**src/rtl/core/exlex_pkg.sv**
```systemverilog
// Shared types, constants and helper functions for the expression lexer.
// Included by every module of the lexer; depends on nothing else.
`timescale 1ns / 1ps

package exlex_pkg;

    // Width of the running byte offset; it wraps at this many bits.
    localparam int POSITION_BITS = 16;
    // Token length saturates at this count.
    localparam int MAX_TOKEN_LEN = 255;

    localparam int POS_W = POSITION_BITS;
    localparam int LEN_W = $clog2(MAX_TOKEN_LEN + 1);

    // Number of characters in the keyword "print".
    localparam int KW_LEN = 5;
    localparam int KW_W   = 3;

    // Result queue: room for the two tokens one byte may cause, plus slack.
    localparam int QUEUE_DEPTH = 4;
    localparam int CNT_W       = $clog2(QUEUE_DEPTH + 1);

    // Character codes the scanner looks for.
    localparam logic [7:0] CH_NUL        = 8'h00;
    localparam logic [7:0] CH_QUOTE      = 8'h22;
    localparam logic [7:0] CH_PLUS       = 8'h2B;
    localparam logic [7:0] CH_MINUS      = 8'h2D;
    localparam logic [7:0] CH_STAR       = 8'h2A;
    localparam logic [7:0] CH_SLASH      = 8'h2F;
    localparam logic [7:0] CH_LPAREN     = 8'h28;
    localparam logic [7:0] CH_RPAREN     = 8'h29;
    localparam logic [7:0] CH_EQUALS     = 8'h3D;
    localparam logic [7:0] CH_SEMI       = 8'h3B;
    localparam logic [7:0] CH_UNDERSCORE = 8'h5F;
    localparam logic [7:0] CH_SPACE      = 8'h20;
    localparam logic [7:0] CH_TAB        = 8'h09;
    localparam logic [7:0] CH_CR         = 8'h0D;

    // Scanner modes.
    typedef enum logic [2:0] {
        MODE_IDLE,
        MODE_NUMBER,
        MODE_IDENT,
        MODE_STRING,
        MODE_ERROR
    } t_mode;

    // Token kinds as reported on the output.
    typedef enum logic [3:0] {
        KIND_NUMBER = 4'd0,
        KIND_IDENT  = 4'd1,
        KIND_PRINT  = 4'd2,
        KIND_STRING = 4'd3,
        KIND_PLUS   = 4'd4,
        KIND_MINUS  = 4'd5,
        KIND_MUL    = 4'd6,
        KIND_DIV    = 4'd7,
        KIND_LPAREN = 4'd8,
        KIND_RPAREN = 4'd9,
        KIND_ASSIGN = 4'd10,
        KIND_SEMI   = 4'd11,
        KIND_END    = 4'd12,
        KIND_BAD    = 4'd13,
        KIND_UNTERM = 4'd14
    } t_kind;

    // One result word.
    typedef struct packed {
        t_kind       kind;
        logic [15:0] start;
        logic [7:0]  length;
        logic        ovf;
        logic        last;
    } t_token;

    // Up to two tokens produced by one accepted byte, already in order.
    typedef struct packed {
        logic   v0;
        logic   v1;
        t_token tok0;
        t_token tok1;
    } t_scan_res;

    // Character of the keyword at a given position.
    function automatic logic [7:0] kw_char(input logic [KW_W-1:0] idx);
        logic [7:0] c;
        case (idx)
            3'd0:    c = 8'h70; // p
            3'd1:    c = 8'h72; // r
            3'd2:    c = 8'h69; // i
            3'd3:    c = 8'h6E; // n
            3'd4:    c = 8'h74; // t
            default: c = CH_NUL;
        endcase
        return c;
    endfunction

    function automatic logic is_digit(input logic [7:0] c);
        return (c >= 8'h30) && (c <= 8'h39);
    endfunction

    function automatic logic is_alpha(input logic [7:0] c);
        return ((c >= 8'h41) && (c <= 8'h5A)) || ((c >= 8'h61) && (c <= 8'h7A));
    endfunction

    function automatic logic is_space(input logic [7:0] c);
        return (c == CH_SPACE) || ((c >= CH_TAB) && (c <= CH_CR));
    endfunction

    // Kind of a single-character token; anything unknown is a bad character.
    function automatic t_kind single_kind(input logic [7:0] c);
        t_kind k;
        case (c)
            CH_PLUS:   k = KIND_PLUS;
            CH_MINUS:  k = KIND_MINUS;
            CH_STAR:   k = KIND_MUL;
            CH_SLASH:  k = KIND_DIV;
            CH_LPAREN: k = KIND_LPAREN;
            CH_RPAREN: k = KIND_RPAREN;
            CH_EQUALS: k = KIND_ASSIGN;
            CH_SEMI:   k = KIND_SEMI;
            default:   k = KIND_BAD;
        endcase
        return k;
    endfunction

endpackage

```
**src/rtl/core/exlex_scan.sv**
```systemverilog
// Byte scanner of the expression lexer: mode register, token tracking and
// per-byte classification. Depends on exlex_pkg.
`timescale 1ns / 1ps

module exlex_scan
    import exlex_pkg::*;
(
    input  logic       i_clk,
    input  logic       i_rst_n,
    input  logic       i_accept,
    input  logic [7:0] i_ch,
    input  logic       i_end,
    output t_scan_res  o_res
);

    t_mode            r_mode, n_mode;
    logic [POS_W-1:0] r_pos, n_pos;
    logic [POS_W-1:0] r_tstart, n_tstart;
    logic [LEN_W-1:0] r_tlen, n_tlen;
    logic             r_sat, n_sat;
    logic [KW_W-1:0]  r_kwp, n_kwp;
    logic             r_kwdead, n_kwdead;

    logic             text_end;
    logic             do_fresh;
    logic             flush_v, fresh_v;
    t_kind            flush_kind;
    t_kind            op_kind;
    t_token           flush_tok, fresh_tok;
    logic             kw_hit;

    // Scanner state, updated once for every accepted word.
    always_ff @(posedge i_clk) begin
        if (!i_rst_n) begin
            r_mode   <= MODE_IDLE;
            r_pos    <= '0;
            r_tstart <= '0;
            r_tlen   <= '0;
            r_sat    <= 1'b0;
            r_kwp    <= '0;
            r_kwdead <= 1'b0;
        end else if (i_accept) begin
            r_mode   <= n_mode;
            r_pos    <= n_pos;
            r_tstart <= n_tstart;
            r_tlen   <= n_tlen;
            r_sat    <= n_sat;
            r_kwp    <= n_kwp;
            r_kwdead <= n_kwdead;
        end
    end

    // A zero byte ends the text just as the end flag does.
    assign text_end = i_end || (i_ch == CH_NUL);
    assign op_kind  = single_kind(i_ch);
    assign kw_hit   = !r_kwdead && (r_kwp < KW_W'(KW_LEN)) && (i_ch == kw_char(r_kwp));

    // Next state and the tokens this byte produces.
    always_comb begin
        n_mode     = r_mode;
        n_pos      = r_pos + POS_W'(1);
        n_tstart   = r_tstart;
        n_tlen     = r_tlen;
        n_sat      = r_sat;
        n_kwp      = r_kwp;
        n_kwdead   = r_kwdead;
        do_fresh   = 1'b0;
        flush_v    = 1'b0;
        fresh_v    = 1'b0;
        flush_kind = KIND_NUMBER;

        fresh_tok.kind   = op_kind;
        fresh_tok.start  = 16'(r_pos);
        fresh_tok.length = 8'd1;
        fresh_tok.ovf    = 1'b0;
        fresh_tok.last   = 1'b0;

        if (text_end) begin
            // Flush whatever is pending, then report the end of text.
            flush_v    = (r_mode == MODE_NUMBER) || (r_mode == MODE_IDENT)
                       || (r_mode == MODE_STRING);
            fresh_v    = 1'b1;
            fresh_tok.kind   = KIND_END;
            fresh_tok.length = 8'd0;
            n_mode     = MODE_IDLE;
            n_pos      = '0;
            n_tstart   = '0;
            n_tlen     = '0;
            n_sat      = 1'b0;
            n_kwp      = '0;
            n_kwdead   = 1'b0;
        end else begin
            case (r_mode)
                MODE_NUMBER: begin
                    if (is_digit(i_ch)) begin
                        if (r_tlen < LEN_W'(MAX_TOKEN_LEN)) n_tlen = r_tlen + LEN_W'(1);
                        else n_sat = 1'b1;
                    end else begin
                        flush_v  = 1'b1;
                        do_fresh = 1'b1;
                    end
                end
                MODE_IDENT: begin
                    if (is_alpha(i_ch) || is_digit(i_ch) || (i_ch == CH_UNDERSCORE)) begin
                        if (r_tlen < LEN_W'(MAX_TOKEN_LEN)) n_tlen = r_tlen + LEN_W'(1);
                        else n_sat = 1'b1;
                        if (kw_hit) n_kwp = r_kwp + KW_W'(1);
                        else n_kwdead = 1'b1;
                    end else begin
                        flush_v  = 1'b1;
                        do_fresh = 1'b1;
                    end
                end
                MODE_STRING: begin
                    if (i_ch == CH_QUOTE) begin
                        flush_v = 1'b1;
                        n_mode  = MODE_IDLE;
                    end else if (r_tlen < LEN_W'(MAX_TOKEN_LEN)) begin
                        n_tlen = r_tlen + LEN_W'(1);
                    end else begin
                        n_sat = 1'b1;
                    end
                end
                MODE_ERROR: begin
                    // Bytes are dropped until the end of text.
                end
                default: begin
                    do_fresh = 1'b1;
                end
            endcase

            // Scan the byte as the start of a new token.
            if (do_fresh) begin
                n_mode = MODE_IDLE;
                if (is_space(i_ch)) begin
                    // Whitespace between tokens gives nothing.
                end else if (is_digit(i_ch)) begin
                    n_mode   = MODE_NUMBER;
                    n_tstart = r_pos;
                    n_tlen   = LEN_W'(1);
                    n_sat    = 1'b0;
                    n_kwp    = '0;
                    n_kwdead = 1'b0;
                end else if (is_alpha(i_ch)) begin
                    n_mode   = MODE_IDENT;
                    n_tstart = r_pos;
                    n_tlen   = LEN_W'(1);
                    n_sat    = 1'b0;
                    n_kwp    = (i_ch == kw_char('0)) ? KW_W'(1) : '0;
                    n_kwdead = (i_ch != kw_char('0));
                end else if (i_ch == CH_QUOTE) begin
                    // String content starts after the opening quote.
                    n_mode   = MODE_STRING;
                    n_tstart = r_pos + POS_W'(1);
                    n_tlen   = '0;
                    n_sat    = 1'b0;
                    n_kwp    = '0;
                    n_kwdead = 1'b0;
                end else begin
                    fresh_v = 1'b1;
                    if (op_kind == KIND_BAD) n_mode = MODE_ERROR;
                end
            end
        end

        // Kind of the pending token when it is closed.
        case (r_mode)
            MODE_NUMBER: flush_kind = KIND_NUMBER;
            MODE_IDENT:  flush_kind = (!r_kwdead && (r_kwp == KW_W'(KW_LEN))) ?
                                      KIND_PRINT : KIND_IDENT;
            MODE_STRING: flush_kind = text_end ? KIND_UNTERM : KIND_STRING;
            default:     flush_kind = KIND_NUMBER;
        endcase

        flush_tok.kind   = flush_kind;
        flush_tok.start  = 16'(r_tstart);
        flush_tok.length = 8'(r_tlen);
        flush_tok.ovf    = r_sat;
        flush_tok.last   = !fresh_v;
        fresh_tok.last   = 1'b1;

        // Put the tokens in order, the closed token first.
        o_res.v0   = flush_v || fresh_v;
        o_res.v1   = flush_v && fresh_v;
        o_res.tok0 = flush_v ? flush_tok : fresh_tok;
        o_res.tok1 = fresh_tok;
    end

`ifndef NO_ASSERTIONS
    // The end of text returns the scanner to its reset state.
    a_end_resets: assert property (@(posedge i_clk) disable iff (!i_rst_n)
        i_accept && text_end |=> (r_mode == MODE_IDLE) && (r_pos == '0))
        else $error("scanner not cleared after end of text");

    // The pending length never passes the saturation limit.
    a_len_limit: assert property (@(posedge i_clk) disable iff (!i_rst_n)
        r_tlen <= LEN_W'(MAX_TOKEN_LEN))
        else $error("token length beyond limit");

    // An end of text always yields at least the end token, marked last.
    a_end_token: assert property (@(posedge i_clk) disable iff (!i_rst_n)
        text_end |-> o_res.v0 && ((o_res.v1 ? o_res.tok1.kind : o_res.tok0.kind) == KIND_END))
        else $error("end of text without end token");

    // Error mode only leaves at end of text.
    a_error_sticky: assert property (@(posedge i_clk) disable iff (!i_rst_n)
        i_accept && (r_mode == MODE_ERROR) && !text_end |=> (r_mode == MODE_ERROR))
        else $error("error mode left early");
`endif

endmodule

```
**src/rtl/core/exlex_queue.sv**
```systemverilog
// Result queue of the expression lexer: takes up to two tokens a cycle and
// hands one word a cycle to the output stream while it is ready. Depends on exlex_pkg.
`timescale 1ns / 1ps

module exlex_queue
    import exlex_pkg::*;
(
    input  logic      i_clk,
    input  logic      i_rst_n,
    input  logic      i_push,
    input  t_scan_res i_res,
    input  logic      i_pop,
    output logic      o_room,
    output logic      o_valid,
    output t_token    o_head
);

    t_token           r_q [QUEUE_DEPTH];
    t_token           n_q [QUEUE_DEPTH];
    logic [CNT_W-1:0] r_count, n_count;
    logic [CNT_W-1:0] kept;
    logic             wr0, wr1;
    logic             pop_en;

    assign pop_en  = i_pop && (r_count != '0);
    assign kept    = r_count - CNT_W'(pop_en);
    assign wr0     = i_push && i_res.v0;
    assign wr1     = i_push && i_res.v1;

    // Room for two more tokens, whatever the output side does.
    assign o_room  = (r_count <= CNT_W'(QUEUE_DEPTH - 2));
    assign o_valid = (r_count != '0);
    assign o_head  = r_q[0];

    // Shift on pop, then append the new tokens behind what is kept.
    always_comb begin
        for (int i = 0; i < QUEUE_DEPTH; i++) begin
            if (pop_en && (i < QUEUE_DEPTH - 1)) n_q[i] = r_q[i+1];
            else n_q[i] = r_q[i];
            if (wr0 && (CNT_W'(i) == kept)) n_q[i] = i_res.tok0;
            if (wr1 && (CNT_W'(i) == kept + CNT_W'(1))) n_q[i] = i_res.tok1;
        end
        n_count = kept + CNT_W'(wr0) + CNT_W'(wr1);
    end

    // Queue entries hold payload only.
    always_ff @(posedge i_clk) begin
        for (int i = 0; i < QUEUE_DEPTH; i++) begin
            r_q[i] <= n_q[i];
        end
    end

    // Fill level.
    always_ff @(posedge i_clk) begin
        if (!i_rst_n) begin
            r_count <= '0;
        end else begin
            r_count <= n_count;
        end
    end

`ifndef NO_ASSERTIONS
    // A push never arrives without room for two tokens.
    a_no_overflow: assert property (@(posedge i_clk) disable iff (!i_rst_n)
        i_push |-> o_room)
        else $error("result queue overflow");

    // The fill level follows pushes and pops exactly.
    a_count_track: assert property (@(posedge i_clk) disable iff (!i_rst_n)
        1'b1 |=> r_count == $past(r_count) - CNT_W'($past(pop_en))
                 + CNT_W'($past(wr0)) + CNT_W'($past(wr1)))
        else $error("result queue count mismatch");
`endif

endmodule

```
**src/rtl/core/expression_lexer.sv**
```systemverilog
// Top level of the expression lexer: byte scanner feeding a result queue.
// Depends on exlex_pkg, exlex_scan and exlex_queue.
//
//  Channel  Dir  Words                     Sideband
//  s_axis   in   one text byte             tlast: end of text
//  m_axis   out  one token: start, length  tuser: kind, tlast: last of byte
//
// One byte is accepted every cycle while the queue has room; its tokens are
// written to the queue at the accepting edge itself and the first can leave
// in the next cycle. A byte that closes one token and opens another yields
// two words, so a run of such bytes is limited by the single-word output port.
// s_axis_tready is high while the four-entry queue has room for two tokens.
// Reset clears the scanner to offset zero and empties the queue.
`timescale 1ns / 1ps

module expression_lexer
    import exlex_pkg::*;
(
    input  logic        i_clk,
    input  logic        i_rst_n,
    input  logic        s_axis_tvalid,
    output logic        s_axis_tready,
    input  logic [7:0]  s_axis_tdata,   // [7:0] ch
    input  logic        s_axis_tlast,
    output logic        m_axis_tvalid,
    input  logic        m_axis_tready,
    output logic [31:0] m_axis_tdata,   // [15:0] start_res, [23:16] length,
                                        // [24] length_overflow, [31:25] zero
    output logic [3:0]  m_axis_tuser,   // [3:0] kind
    output logic        m_axis_tlast
);

    t_scan_res scan_res;
    t_token    head;
    logic      room;
    logic      in_acc;

    assign s_axis_tready = room;
    assign in_acc        = s_axis_tvalid && room;

    // Per-byte classification and token tracking.
    exlex_scan u_scan (
        .i_clk    (i_clk),
        .i_rst_n  (i_rst_n),
        .i_accept (in_acc),
        .i_ch     (s_axis_tdata),
        .i_end    (s_axis_tlast),
        .o_res    (scan_res)
    );

    // Result words waiting for the output side.
    exlex_queue u_queue (
        .i_clk   (i_clk),
        .i_rst_n (i_rst_n),
        .i_push  (in_acc),
        .i_res   (scan_res),
        .i_pop   (m_axis_tready),
        .o_room  (room),
        .o_valid (m_axis_tvalid),
        .o_head  (head)
    );

    // Pack the head token onto the output word.
    assign m_axis_tdata = {7'd0, head.ovf, head.length, head.start};
    assign m_axis_tuser = head.kind;
    assign m_axis_tlast = head.last;

endmodule

```
**config.mk**
```make
export PLATFORM = sky130hd
export DESIGN_NAME = expression_lexer
export DESIGN_NICKNAME = d
export VERILOG_FILES = /design/src/rtl/core/exlex_pkg.sv /design/src/rtl/core/exlex_scan.sv /design/src/rtl/core/exlex_queue.sv /design/src/rtl/core/expression_lexer.sv
export SDC_FILE = /design/constraint.sdc
export NUM_CORES = 1
export LEC_CHECK = 0
export ABC_CLOCK_PERIOD_IN_PS = 6160
export BUFFER_PORTS_ARGS = -buffer_cell sky130_fd_sc_hd__buf_2
export CORE_AREA = 2 2 175 177
export CTS_BUF_LIST = sky130_fd_sc_hd__clkbuf_4
export DETAILED_ROUTE_END_ITERATION = 10
export DIE_AREA = 0 0 177 179
export HOLD_SLACK_MARGIN = 0.05
export MAX_ROUTING_LAYER = met4
export SYNTH_ARGS = -nofsm -noshare
export SYNTH_HDL_FRONTEND = slang
export SYNTH_HIERARCHICAL = 1
export SYNTH_SLANG_ARGS = --single-unit
```
**constraint.sdc**
```tcl
create_clock -name i_clk -period 6.16 [get_ports i_clk]
set_input_delay 0.308 -clock i_clk [delete_from_list [all_inputs] [get_ports i_clk]]
set_output_delay 0.308 -clock i_clk [all_outputs]
set_load 0.01 [all_outputs]
```
==> results.md <==
- Post-Syn Instances: 1110
- Share of cells above drive strength 1: 14.2%
- WP data arrival: 4.81 ns
- Period utilisation layout: 74.5%
- Critical path type: reg -> reg
- Yosys top cell area share: 35.2%
- P&R area growth vs syn: 6.35%
- Worst Path Max Fanout: 32
- Max Clock Skew: 0.0294 ns
- Synth warn: 6
- Synth Area in Compound Gates: 17.6%
- Worst EP required: 6.38 ns
- Final core utilization: 36.3%
- Initial antenna violation count: 1
- Post-Syn Area: 10200 um^2
- Clock Sinks: 171
- Setup TNS: 0 ns
- Grt ovf: 0
- Via count: 8406
- Largest family of logic cells by synthesized area: simple AND/OR/NAND/NOR gates
- DP Cell Count: 1466
- Non-filler cells, final: 1499
- Ports: 52
- Initial DRC count: 913
- CTS H-tree depth: 4
- Xor and xnor area share after synthesis: 1.97%
- Internal power: 2460 uW
- Final setup viols: 0
- CTS tree: built
- Sequential power share: 45.9%
- Total GRT Usage: 16.9%
- DP Worst Slack: 1.32 ns
- Tot Pwr: 3950 uW
- Psw: 1490 uW
- Synth area leader: edfxtp_1
- Yosys reg bits: 171
- Synth async-reset ratio: 0%
- Largest net degree at the start of global routing: 94
- Min Clock Period, post-route: 4.59 ns
- Clk_lat worst skew: 0.55 ns
- Multiplexer share of the synthesized area: 5.46%
- Combinational share of power: 35.6%
- Worst-Margin Slew: 1.19 ns
- Post-synth EDFFs: 120
- TritonCTS Buffers: 17
- Largest cells by area after synthesis: edfxtp_1 35%, dfxtp_1 10%, o21ai_0 5.8%, nand3_1 5.8%, a31oi_1 5.7%
- Die width: 177 um
- Die ar.: 31700 um^2
- Clock power frac: 18.5%
- RSZ-0062 raised after global routing: false
- Unique masters post-synth: 72
- # rows: 64
- Die Ht: 179 um
- Average wire per standard cell: 17.2 um
- Final wirelength: 25.7 mm
- Routed Antenna Nets: 0
- Number of global-route vias before repair: 7568
- Clk buf depth: 2
- Sequential-to-total area share from yosys stat: 45.1%
- Critical path startpoint category: flop
- Outcome: finished, final reports clean
- Simple-gate area share of the yosys netlist: 21.0%
- Max-cap violations: 0
- Sw frac: 37.7%
- CTS Root Cell: clkbuf_4
- Final Max Tran Viols: 0
- Setup crit end kind: flop
- Fin. Hold Viols: 0
- Worst vdd ir: 0.273 mV
- Synth Area in Adders: 1.78%
- Core ar.: 30000 um^2
- Max-slew headroom: 21.0%
- Via-per-instance ratio: 5.61
- Gpl congestion: 0.855
- Fin nets: 1116
- IO Port Bufs: 44
- Tightest Hold Check Type: in -> reg
- Leakage: 0.00349 uW
- PwrDens: 362 nW/um^2
- Fmax: 218 MHz
- Dominant synthesized flop cell: edfxtp_1
- # hold bufs at CTS: 0
- Worst-path clk slew: 0.14 ns
- Starting Density: 34.1%
- Resize count post-CTS: 0
- Drt drc: 0
- DRT Pass-1 Iters: 7
- Post-CTS setup buffer count: 0
- First-pass GRT wire length: 42.0 mm
- Mapped Avg Cell Area: 9.23 um^2
- Final HPWL DP: 17.7 mm
- Setup ws final: 1.57 ns
## synthesized netlist by cell type, types with 7 or more instances
library cell,n
a21oi_1,25
nand3_1,118
buf_6,13
o21ai_0,119
o41ai_1,7
nand2b_1,12
a21o_1,7
edfxtp_1,120
buf_4,23
and2_1,14
a31oi_1,94
buf_2,11
buf_1,13
xnor2_1,10
and3_1,11
ha_1,13
inv_1,15
o31ai_1,11
o211ai_1,7
xor2_1,13
nor2_1,44
clkbuf_1,58
nor4_1,7
nor3_1,105
dfxtp_1,51
nand2_1,52
mux2_2,46
## placed cells by master (no fill, tap or decap), types with 16 or more instances in the layout
| cell type | instances |
|---|---|
| a21oi_1 | 25 |
| nor2_1 | 44 |
| nand2_1 | 52 |
| o21ai_0 | 119 |
| dfxtp_1 | 51 |
| nand3_1 | 117 |
| nor3_1 | 105 |
| edfxtp_1 | 120 |
| clkbuf_4 | 18 |
| buf_4 | 23 |
| mux2_2 | 46 |
| buf_2 | 44 |
| a31oi_1 | 93 |
| conb_1 | 16 |
## metrics by stage
stage	hold slack, ns	area [um^2]
floorplan	0.430	10300
global placement	0.443	10600
detailed placement	0.456	10600
CTS	0.180	10900
global route	0.212	10900
finish	0.240	10900
## power by group through the flow
stage	Combinational [uW]	Sequential (uW)	Clock, uW
after floorplan	1000	1890	0
after global placement	1380	1830	0
after detailed placement	1400	1840	0
after CTS	1400	1810	752
after global routing	1560	1850	792
final	1410	1810	729
## final timing paths
| check | from | endpoint | slack, ns | depth (start not counted) |
|---|---|---|---|---|
| worst max-delay path | u_queue/r_count[2] | u_queue/r_q[0][24] | 1.57 | 13 |
| worst max register to register | u_queue/r_count[2] | u_queue/r_q[0][24] | 1.57 | 13 |
| worst min-delay path | i_rst_n | u_scan/r_pos[15] | 0.24 | 2 |
| worst min register to register | u_scan/r_tstart[5] | u_scan/r_tstart[5] | 0.48 | 2 |
## cell type report
type                       count  area (um^2)
antenna                        1         2.50
clock buffer                  18          135
clock inverter                14          193
fill                        3075        19100
inverter                      16         60.1
multi-input combinational    816         5000
sequential                   171         4620
tap                          396          495
timing repair buffer          67          393
## state kept, by name, indices dropped and copies added, names as in the netlist
| register | cells |
|---|---|
| u_scan/r_tstart | 16 |
| u_scan/r_kwdead | 1 |
| u_queue/r_count | 3 |
| u_scan/r_mode | 3 |
| u_scan/r_kwp | 3 |
| u_scan/r_sat | 1 |
| u_queue/r_q | 120 |
| u_scan/r_tlen | 8 |
| u_scan/r_pos | 16 |
## kinds of logic (layout without fill, tap and decap cells)
kind of cell	after synthesis	after routing
other cells	3	17
buf+inv	136	115
simple gates	414	414
xor+xnor	23	23
fa+ha+maj	14	14
compound gates	299	299
mux	50	50
flops	171	171
## critical path: stages (launching register included)
cell	delay [ns]
dfxtp_1	0.39
or3_1	0.40
nand2_1	0.19
inv_1	0.07
ha_1	0.18
ha_1	0.52
or2_1	0.16
buf_4	0.33
inv_1	0.09
ha_1	0.32
nand3_4	0.24
or2_1	0.72
o211ai_1	0.28
buf_4	0.37
## per-layer routing
metal | part of all wire [%] | routed length, um | track usage (%)
met2 | 42 | 10900 | 23.0
met4 | 0.73 | 189 | 3.75
met1 | 50 | 12800 | 25.9
met5 | 0 | 0 | -
met3 | 7.2 | 1850 | 2.52
Note: power is estimated with default switching activity, not from simulation.
